### src/hw/rtl/dst_pkg.sv
// Shared types and constants of the insertion-ordered set table.
`default_nettype none

package dst_pkg;

  // Default number of entries in the set memory.
  localparam int DST_DEPTH = 16;

  // Widths fixed by the word formats.
  localparam int CAP_W   = 5;
  localparam int COUNT_W = 5;
  localparam int VALUE_W = 32;

  // Capacity limit after reset.
  localparam logic [CAP_W-1:0] CAP_RESET = CAP_W'(16);

  // Operation codes; the fourth code behaves as a lookup.
  typedef enum logic [1:0] {
    CMD_INSERT = 2'd0,
    CMD_REMOVE = 2'd1,
    CMD_LOOKUP = 2'd2
  } cmd_code_t;

  typedef struct packed {
    logic [1:0]                cmd;
    logic signed [VALUE_W-1:0] element_value;
  } req_word_t;

  typedef struct packed {
    logic               was_present;
    logic               full_reject;
    logic [COUNT_W-1:0] entry_count;
    logic               set_empty;
  } rsp_word_t;

  // Commands from the controller to the datapath.
  typedef struct packed {
    logic load_req;    // latch the request, restart the index
    logic rd_en;       // read the entry memory
    logic rd_next;     // read at index + 1 instead of index
    logic inc_idx;     // step the index
    logic set_found;   // record a match at the current index
    logic wr_insert;   // append the request value
    logic inc_count;
    logic wr_shift;    // move the read entry down to the index
    logic dec_count;
    logic set_reject;
    logic load_rsp;    // capture the result word
  } dst_ctl_t;

  // Status from the datapath to the controller.
  typedef struct packed {
    logic at_end;      // index has reached the entry count
    logic shift_end;   // no entry above the index is left to move
    logic match;       // registered read data equals the request value
    logic found;
    logic can_insert;
    logic is_insert;
    logic is_remove;
  } dst_stat_t;

endpackage

`default_nettype wire

### src/hw/rtl/dedup_set_table_top.sv
// Top level of the insertion-ordered set table without duplicates.
//
//   Channel  Signals                      Direction  Contents
//   req      req_valid/req_ready/req_word  in         operation code and value
//   rsp      rsp_valid/rsp_ready/rsp_word  out        presence, reject, count, empty
//   cfg      cfg_we/cfg_wdata              in         capacity limit, written at once
//
// A request word is taken while the block is idle, and the held entries are then compared
// one after another, each read in the scan state and checked in the compare state; a match
// or the end of the entries leads to the update state and then to the result capture. A
// removal adds a read and a write state for every entry above the removed one that moves down.
// Reset is synchronous; it empties the set and restores the capacity limit to 16.
// A held result word never blocks the next request word; the block stalls only when a
// new result is ready and the previous one has not been taken.
`default_nettype none

module dedup_set_table_top
  import dst_pkg::*;
#(
  parameter int SET_DEPTH = DST_DEPTH
) (
  input  wire logic             clk,
  input  wire logic             rst,
  input  wire logic             cfg_we,
  input  wire logic [CAP_W-1:0] cfg_wdata,
  input  wire logic             req_valid,
  output logic                  req_ready,
  input  wire req_word_t        req_word,
  output logic                  rsp_valid,
  input  wire logic             rsp_ready,
  output rsp_word_t             rsp_word
);

  // Commands and status between the sequencer and the datapath.
  dst_ctl_t  ctl;
  dst_stat_t stat;

  dst_ctrl u_ctrl (
    .clk       (clk),
    .rst       (rst),
    .req_valid (req_valid),
    .req_ready (req_ready),
    .rsp_valid (rsp_valid),
    .rsp_ready (rsp_ready),
    .stat      (stat),
    .ctl       (ctl)
  );

  // The datapath holds the entries in a memory, so an absent entry is never read
  // before it was written and no clearing pass is needed after reset.
  dst_datapath #(
    .SET_DEPTH (SET_DEPTH)
  ) u_datapath (
    .clk       (clk),
    .rst       (rst),
    .cfg_we    (cfg_we),
    .cfg_wdata (cfg_wdata),
    .req_word  (req_word),
    .ctl       (ctl),
    .stat      (stat),
    .rsp_word  (rsp_word)
  );

`ifndef NO_ASSERTIONS
  // A rejected insert is always one of a value that was not already held.
  assert property (@(posedge clk) disable iff (rst)
    rsp_valid |-> !(rsp_word.full_reject && rsp_word.was_present))
    else $error("full_reject raised for a value that was present");

  // The memory is never written while the block waits for a request word.
  assert property (@(posedge clk) disable iff (rst)
    req_ready |-> !(ctl.wr_insert || ctl.wr_shift))
    else $error("entry memory written while idle");

  // An append only happens for an insert whose value was not found.
  assert property (@(posedge clk) disable iff (rst)
    ctl.wr_insert |-> (stat.is_insert && !stat.found && stat.can_insert))
    else $error("append issued without a free slot or for a held value");

  // After a match the next step never advances the scan past it.
  assert property (@(posedge clk) disable iff (rst)
    ctl.set_found |=> !ctl.rd_en && !ctl.inc_idx)
    else $error("scan continued after a match");
`endif

endmodule

`default_nettype wire

### src/hw/rtl/dst_datapath.sv
// Datapath of the set table: entry memory, index, count and result register.
`default_nettype none

module dst_datapath
  import dst_pkg::*;
#(
  parameter int SET_DEPTH = DST_DEPTH
) (
  input  wire logic             clk,
  input  wire logic             rst,
  input  wire logic             cfg_we,
  input  wire logic [CAP_W-1:0] cfg_wdata,
  input  wire req_word_t        req_word,
  input  wire dst_ctl_t         ctl,
  output dst_stat_t             stat,
  output rsp_word_t             rsp_word
);

  localparam int IW   = (SET_DEPTH > 1) ? $clog2(SET_DEPTH) : 1;
  localparam int CW   = $clog2(SET_DEPTH + 1);
  localparam int CMPW = (CW > CAP_W) ? CW : CAP_W;

  logic [VALUE_W-1:0] mem [SET_DEPTH];
  logic [VALUE_W-1:0] rdata;

  req_word_t         cur;
  logic [CW-1:0]     idx;
  logic [CW-1:0]     count;
  logic [CAP_W-1:0]  cap;
  logic              found;
  logic              reject;

  logic [CW:0]       idx_plus;
  logic [CW-1:0]     rd_ptr;
  logic [IW-1:0]     rd_addr;

  assign idx_plus = {1'b0, idx} + (CW+1)'(1);
  assign rd_ptr   = ctl.rd_next ? idx_plus[CW-1:0] : idx;
  assign rd_addr  = rd_ptr[IW-1:0];

  // Entry memory: one write port, one registered read port.
  always_ff @(posedge clk) begin
    if (ctl.wr_insert) begin
      mem[count[IW-1:0]] <= cur.element_value;
    end else if (ctl.wr_shift) begin
      mem[idx[IW-1:0]] <= rdata;
    end
    if (ctl.rd_en) begin
      rdata <= mem[rd_addr];
    end
  end

  always_ff @(posedge clk) begin
    if (rst) begin
      count <= '0;
      cap   <= CAP_RESET;
    end else begin
      if (cfg_we) begin
        cap <= cfg_wdata;
      end
      if (ctl.inc_count) begin
        count <= count + CW'(1);
      end else if (ctl.dec_count) begin
        count <= count - CW'(1);
      end
    end
  end

  always_ff @(posedge clk) begin
    if (ctl.load_req) begin
      cur    <= req_word;
      idx    <= '0;
      found  <= 1'b0;
      reject <= 1'b0;
    end else begin
      if (ctl.inc_idx) begin
        idx <= idx + CW'(1);
      end
      if (ctl.set_found) begin
        found <= 1'b1;
      end
      if (ctl.set_reject) begin
        reject <= 1'b1;
      end
    end
    if (ctl.load_rsp) begin
      rsp_word.was_present <= found;
      rsp_word.full_reject <= reject;
      rsp_word.entry_count <= COUNT_W'(count);
      rsp_word.set_empty   <= (count == '0);
    end
  end

  always_comb begin
    stat.at_end     = (idx == count);
    stat.shift_end  = (idx_plus >= {1'b0, count});
    stat.match      = (rdata == VALUE_W'(cur.element_value));
    stat.found      = found;
    stat.can_insert = (CMPW'(count) < CMPW'(cap)) && (count < CW'(SET_DEPTH));
    stat.is_insert  = (cur.cmd == CMD_INSERT);
    stat.is_remove  = (cur.cmd == CMD_REMOVE);
  end

endmodule

`default_nettype wire

### src/hw/rtl/dst_ctrl.sv
// Controller of the set table: sequences scan, update, shift and result.
`default_nettype none

module dst_ctrl
  import dst_pkg::*;
(
  input  wire logic      clk,
  input  wire logic      rst,
  input  wire logic      req_valid,
  output logic           req_ready,
  output logic           rsp_valid,
  input  wire logic      rsp_ready,
  input  wire dst_stat_t stat,
  output dst_ctl_t       ctl
);

  typedef enum logic [2:0] {
    ST_IDLE,
    ST_SCAN,
    ST_CMP,
    ST_EXEC,
    ST_SHIFT_RD,
    ST_SHIFT_WR,
    ST_RESULT
  } state_t;

  state_t state;
  state_t state_next;
  logic   slot_free;

  assign req_ready = (state == ST_IDLE);
  assign slot_free = !rsp_valid || rsp_ready;

  always_comb begin
    ctl        = '0;
    state_next = state;
    unique case (state)
      ST_IDLE: begin
        if (req_valid) begin
          ctl.load_req = 1'b1;
          state_next   = ST_SCAN;
        end
      end
      ST_SCAN: begin
        if (stat.at_end) begin
          state_next = ST_EXEC;
        end else begin
          ctl.rd_en  = 1'b1;
          state_next = ST_CMP;
        end
      end
      ST_CMP: begin
        if (stat.match) begin
          ctl.set_found = 1'b1;
          state_next    = ST_EXEC;
        end else begin
          ctl.inc_idx = 1'b1;
          state_next  = ST_SCAN;
        end
      end
      ST_EXEC: begin
        state_next = ST_RESULT;
        if (stat.is_insert && !stat.found) begin
          if (stat.can_insert) begin
            ctl.wr_insert = 1'b1;
            ctl.inc_count = 1'b1;
          end else begin
            ctl.set_reject = 1'b1;
          end
        end else if (stat.is_remove && stat.found) begin
          state_next = ST_SHIFT_RD;
        end
      end
      ST_SHIFT_RD: begin
        if (stat.shift_end) begin
          ctl.dec_count = 1'b1;
          state_next    = ST_RESULT;
        end else begin
          ctl.rd_en   = 1'b1;
          ctl.rd_next = 1'b1;
          state_next  = ST_SHIFT_WR;
        end
      end
      ST_SHIFT_WR: begin
        ctl.wr_shift = 1'b1;
        ctl.inc_idx  = 1'b1;
        state_next   = ST_SHIFT_RD;
      end
      ST_RESULT: begin
        if (slot_free) begin
          ctl.load_rsp = 1'b1;
          state_next   = ST_IDLE;
        end
      end
      default: begin
        state_next = ST_IDLE;
      end
    endcase
  end

  always_ff @(posedge clk) begin
    if (rst) begin
      state     <= ST_IDLE;
      rsp_valid <= 1'b0;
    end else begin
      state <= state_next;
      if (ctl.load_rsp) begin
        rsp_valid <= 1'b1;
      end else if (rsp_ready) begin
        rsp_valid <= 1'b0;
      end
    end
  end

endmodule

`default_nettype wire
### config.mk
export PLATFORM = sky130hd
export DESIGN_NAME = dedup_set_table_top
export DESIGN_NICKNAME = d
export VERILOG_FILES = /design/src/hw/rtl/dst_pkg.sv /design/src/hw/rtl/dedup_set_table_top.sv /design/src/hw/rtl/dst_datapath.sv /design/src/hw/rtl/dst_ctrl.sv
export SDC_FILE = /design/constraint.sdc
export NUM_CORES = 1
export LEC_CHECK = 0
export BUFFER_PORTS_ARGS = -buffer_cell sky130_fd_sc_hd__buf_2
export CORE_MARGIN = 8
export CORE_UTILIZATION = 55
export DETAILED_ROUTE_END_ITERATION = 7
export GPL_ROUTABILITY_DRIVEN = 0
export PLACE_DENSITY_LB_ADDON = 0.2
export SKIP_CTS_REPAIR_TIMING = 1
export SLEW_MARGIN = 20
export SYNTH_ARGS = -nofsm -noshare
export SYNTH_HDL_FRONTEND = slang
export SYNTH_HIERARCHICAL = 1
export SYNTH_SLANG_ARGS = --single-unit
export TNS_END_PERCENT = 5
### constraint.sdc
create_clock -name clk -period 5.3 [get_ports clk]
set_input_delay 0.53 -clock clk [delete_from_list [all_inputs] [get_ports clk]]
set_output_delay 0.53 -clock clk [all_outputs]
set_load 0.01 [all_outputs]
# Word-level counts from Yosys, hierarchy flattened
# Memory sizes are Yosys's and may differ from the RTL's. A register that Yosys moved wholly into a read port is not among the register bits.
# Index checks and enable logic that the tools add are counted.
totals:
  register_bits: 63
  mem_bits_rw: 512
  in_bits: 44
  output_inout_bits: 10
  wordCells: 87
  memories: 1
classes:
  n_addsub: 4
  order_cmp: 3
  n_eq_ne: 11
  mux: 42
  reduce_logical: 13
mem_list:
  columns: ["name", "words", "word_bits", "rd", "rd_ports_with_merged_regs", "write_ports", "line_no", "source"]
  rows:
  - ["u_datapath.mem", 16, 32, 1, 1, 1, "dst_datapath.sv:23", "logic [VALUE_W-1:0] mem [SET_DEPTH];"]
ops:
  columns: ["operator", "n"]
  rows:
  - ["32-bit equality test", 1]
  - ["32-bit two-way mux", 1]
  - ["32-bit OR reduction", 1]
  - ["1-bit two-way mux", 24]
  - ["3-bit one-hot mux with 7 select lines", 1]
  - ["2-bit two-way mux", 8]
  - ["5-bit by 1-bit adder with 5-bit output, second input constant", 2]
  - ["5-bit two-way mux", 2]
  - ["3-bit equality test, second input constant", 3]
  - ["4-bit two-way mux", 2]
  - ["5-bit by 1-bit adder with 6-bit output, second input constant", 1]
  - ["3-bit by 2-bit equality test with 1-bit output, second input constant", 2]
  - ["6-bit by 5-bit >= comparator with 1-bit output", 1]
  - ["3-bit two-way mux", 2]
  - ["5-bit equality test", 1]
  - ["5-bit logical NOT", 1]
  - ["5-bit < comparator", 1]
  - ["5-bit < comparator, second input constant", 1]
  - ["5-bit by 1-bit subtractor with 5-bit output, second input constant", 1]
  - ["1-bit one-hot mux with 2 select lines", 2]
  - ["2-bit nonzero test", 2]
  - ["3-bit by 1-bit equality test with 1-bit output, second input constant", 1]
  - ["1-bit logical AND", 3]
  - ["3-bit logical NOT", 1]
  - ["7 further kinds", 8]

# Depth between registers and ports, before layout
depth:
  depth_word: 9
  ltp_mapped: 16
  depth_no_buf: 15

# Cells and area by module
# The synthesis kept the hierarchy.
by_module_without_submodules:
  columns: ["mod", "n_inst", "cells_each", "area_per_inst_um2", "seq_area_each_um2"]
  rows:
  - ["dst_datapath", 1, 1451, 25853.5, 17937.2]
  - ["dst_ctrl", 1, 46, 362.8, 80.1]

# Worst setup path before layout
# No wires, ideal clock.
synth_path:
  kind: "reg-to-reg"
  start: "register u_datapath.count[1]"
  end: "memory u_datapath.mem[5][0] (enable)"
  setup_ns: 0.421
  arrival_time_ns: 3.987
  required_time_ns: 4.879
  path_slack_ns: 0.892
  stages_incl_launch_ff: 15
  path_buffers: 3
  synth_period_minus_slack_ns: 4.408
  path_cell_list: "dfxtp_1 ha_1 a21o_1 a21o_1 a21o_1 a211oi_1 inv_1 nor2_1 buf_4 nor2b_1 clkbuf_1 clkbuf_1 nor3_1 a21oi_1 nor2_1"
synth_rtl:
  columns: ["element", "line_no", "source"]
  rows:
  - ["start: declaration", "dst_datapath.sv:28", "logic [CW-1:0] count;"]
  - ["start signal: assignment", "dst_datapath.sv:62", "count <= count + CW'(1);"]
  - ["start signal: assignment", "dst_datapath.sv:64", "count <= count - CW'(1);"]
  - ["end: declaration", "dst_datapath.sv:23", null]

==> reports/metrics.cfg <==
[run_status]
run_status=finished, final reports clean

[yosys]
netlist-cell-type-count=65
synth_enable_flop_cells=586
netlist.top_cell.by_area=edfxtp_1
ys_async_sr_fraction=0
largest_family_of_logic_cells_by_synthesized_area=multiplexers
synth_top_area_share=0.6712
synth_warnings=6
yosys.area_share.simple=0.02444
xor_xnor_share_of_the_synthesized_area=0.01599
syn-num-nets=1555
synthesis.area_mm2=0.02622
synth_ff_type=edfxtp_1
avgSynthCellArea_um2=17.51
post_synth_inst_count=1497
postSynthRegisterBits=607
complex_gate_fraction_of_the_synthesized_area=0.07269
synth.area.top_cells=edfxtp_1 67%, mux2i_1 7.6%, mux4_2 5.5%
muxShareOfSynthArea=0.1718
yosysSeqAreaShare=0.6873
synthAdderAreaFrac=0.006968

[floorplan]
boundaryPins=54
dieArea_mm2=0.05491
die_height_um=234.3
effective_utilization_at_floorplan=0.5526
die_outline_width_um=234.3
floorplan.core_area_mm2=0.04745
std_cell_rows=80

[route]
routed_wire_length_per_instance_um=28.47
number_of_remaining_drc_errors=0
detail_route.first_pass.iterations=5
antenna_left=0
detail_route.vias_per_cell=6.573
detailedRoute.firstIterationViolations=1367
wl_um=63290
vias=14611

[pwr]
leakagePower_nw=9.232
pwr_per_cell_area_mw_per_mm2=452.0
max-vdd-ir-drop_v=0.0005934

[timing]
hold_viol=0
ratio_of_final_minimum_period_to_clock_period=0.8841
final.setup.tns_ns=0
grt_setup_unrepaired=no
worst_slack_ns=0.6143
slew_limit_headroom=0.1761
finClkSkew_ns=0.02464
maxClockFrequency_mhz=213.4
setup_viol=0
timing_worst_slew_pin_value_ns=1.236
shortest_period_the_worst_path_allows_ns=4.686
final-max-slew-violation-count=0

[global_route]
remaining_global_route_overflow=0
first_pass_grt_wire_length_um=94380
track_usage=0.2343
number_of_antenna_violations_at_the_first_check_in_global_routing=0
number_of_global_route_vias_before_repair=14907
pin_count_of_the_biggest_net_entering_global_routing=134

[run]
drv.max_cap_violation_count=0

[clock_network]
tritoncts=built
deepest_level_of_the_cts_h_tree=2
cts_buffer_depth=3
cts_root_buffer=clkbuf_16
cts_made_buffers=61
insertion_delay_ns=0.63
numClockSinks=607
clk_pin_slew_worst_paths_ns=0.06

[layout]
final_cell_mix=586 x edfxtp_1, 198 x mux2i_1, 96 x mux2_2
mostFrequentLayoutCell=edfxtp_1
area_delta_synth_final_pct=11.89
post-route-cell-area_mm2=0.02933
antennaDiodeCount=0
finalNetCount=1621
post_route_cells_drive_above_1_share=0.2388
final.fill_count=3418

[hold_path]
holdCritStartpoint=req_word[25]
worstHoldPathType=in -> reg

[critical_path]
timing.critical_path.required_ns=5.68
crit_start=u_datapath/idx[0]
cp.arrival_ns=5.07
worstSetupStartpointType=register
beginning_of_the_worst_register_to_register_path=u_datapath/idx[0]
cp_max_fo=16
cp-end-kind=register
setup.worst_path.class=reg -> reg

[place]
placed_area_mm2=0.02749
detailed_place_hpwl_um=35900
dpl_worst_slack_ns=0.5970
portBuffers=53

area by class of cell:
type / instances / area, µm² / area share
sequential: 607 / 18020 / 0.6144
multi-input combinational: 773 / 7868 / 0.2682
clock buffer: 81 / 1632 / 0.05562
tap: 615 / 769.5 / 0.02623
timing repair buffer: 102 / 758.2 / 0.02585
clock inverter: 27 / 215.2 / 0.007337
inverter: 18 / 70.07 / 0.002389
report_power, final:
| group | switching (mW) | internal [mW] |
|---|---|---|
| clock | 1.73 | 2.29 |
| sequential | 0.178 | 5.72 |
| combinational | 1.86 | 1.47 |
| total | 3.77 | 9.49 |
final timing paths:
check        depth (start not counted)                endpoint  slack, ns
min                                  1      u_datapath/cur[25]       0.07
max                                 13    u_datapath/rdata[25]       0.61
max reg2reg                         13    u_datapath/rdata[25]       0.61
min reg2reg                          0  u_datapath/rsp_word[6]       0.44
synth_stat cells, types with 3 or more instances:
master and n:
xnor2_1 10, mux2i_1 198, nor2b_1 8, xor2_1 36, and2_1 4, nor3_1 8, nand4_1 4, mux4_2 64
nor3b_1 3, inv_1 15, o21ai_0 5, a32o_1 33, nand2b_1 4, nor4_1 8, nand3_1 4, o22ai_1 32
a221o_1 32, buf_2 35, buf_1 6, buf_4 8, edfxtp_1 586, mux2_2 96, nor2_1 45, clkbuf_1 45
a21o_1 7, buf_6 4, ha_1 13, dfxtp_1 21, a22oi_1 64, a31oi_1 4, nand2_1 8, a21oi_1 18
a221oi_1 32
layer usage:
layer | share of wire | up-vias | GRT usage | wire, µm
li1 | - | 6312 | - | -
met1 | 0.40 | 7607 | 0.3123 | 25590
met2 | 0.50 | 575 | 0.3982 | 31380
met3 | 0.076 | 117 | 0.03895 | 4822
met4 | 0.024 | 0 | 0.06234 | 1498
met5 | 0 | - | 0 | 0
state kept, by name, summed over array words and instances, names as in the netlist:
name	flops
u_datapath/reject	1
u_ctrl/rsp_valid	1
u_datapath/count	5
u_ctrl/state	3
u_datapath/mem	512
u_datapath/idx	5
u_datapath/rdata	32
u_datapath/cur	34
u_datapath/rsp_word	8
u_datapath/found	1
u_datapath/cap	5
cells by family (layout without fill, tap and decap cells):
family | Yosys count | in the layout
compound gates | 239 | 239
xor+xnor | 47 | 47
fa+ha+maj | 14 | 14
buf+inv | 117 | 228
flops | 607 | 607
mux | 358 | 358
simple gates | 115 | 115
worst max-delay path, cell delays in order (launching register included):
cell and delay [ns]:
dfxtp_1 0.79, and2_1 0.37, nand2_1 0.18, xnor2_1 0.18, ha_1 0.31, a21oi_1 0.05, o21ai_0 0.44, nor4_2 0.17
inv_2 0.18, nor2_4 0.07, nor2_4 0.48, buf_4 0.34, mux4_2 0.54, a221o_1 0.36
through the flow:
step / hold slack (ns) / util / instances / power (mW)
final: 0.06899 / 0.6182 / 2223 / 13.26
after floorplan: 0.4090 / - / 1497 / 8.421
after global placement: 0.4174 / 0.5793 / 2115 / 9.232
after global routing: 0.04470 / 0.6182 / 2223 / 13.73
after detailed placement: 0.4258 / 0.5793 / 2115 / 9.313
after CTS: 0.03383 / 0.6182 / 2223 / 13.32
Power figures use the tool's default switching activity.
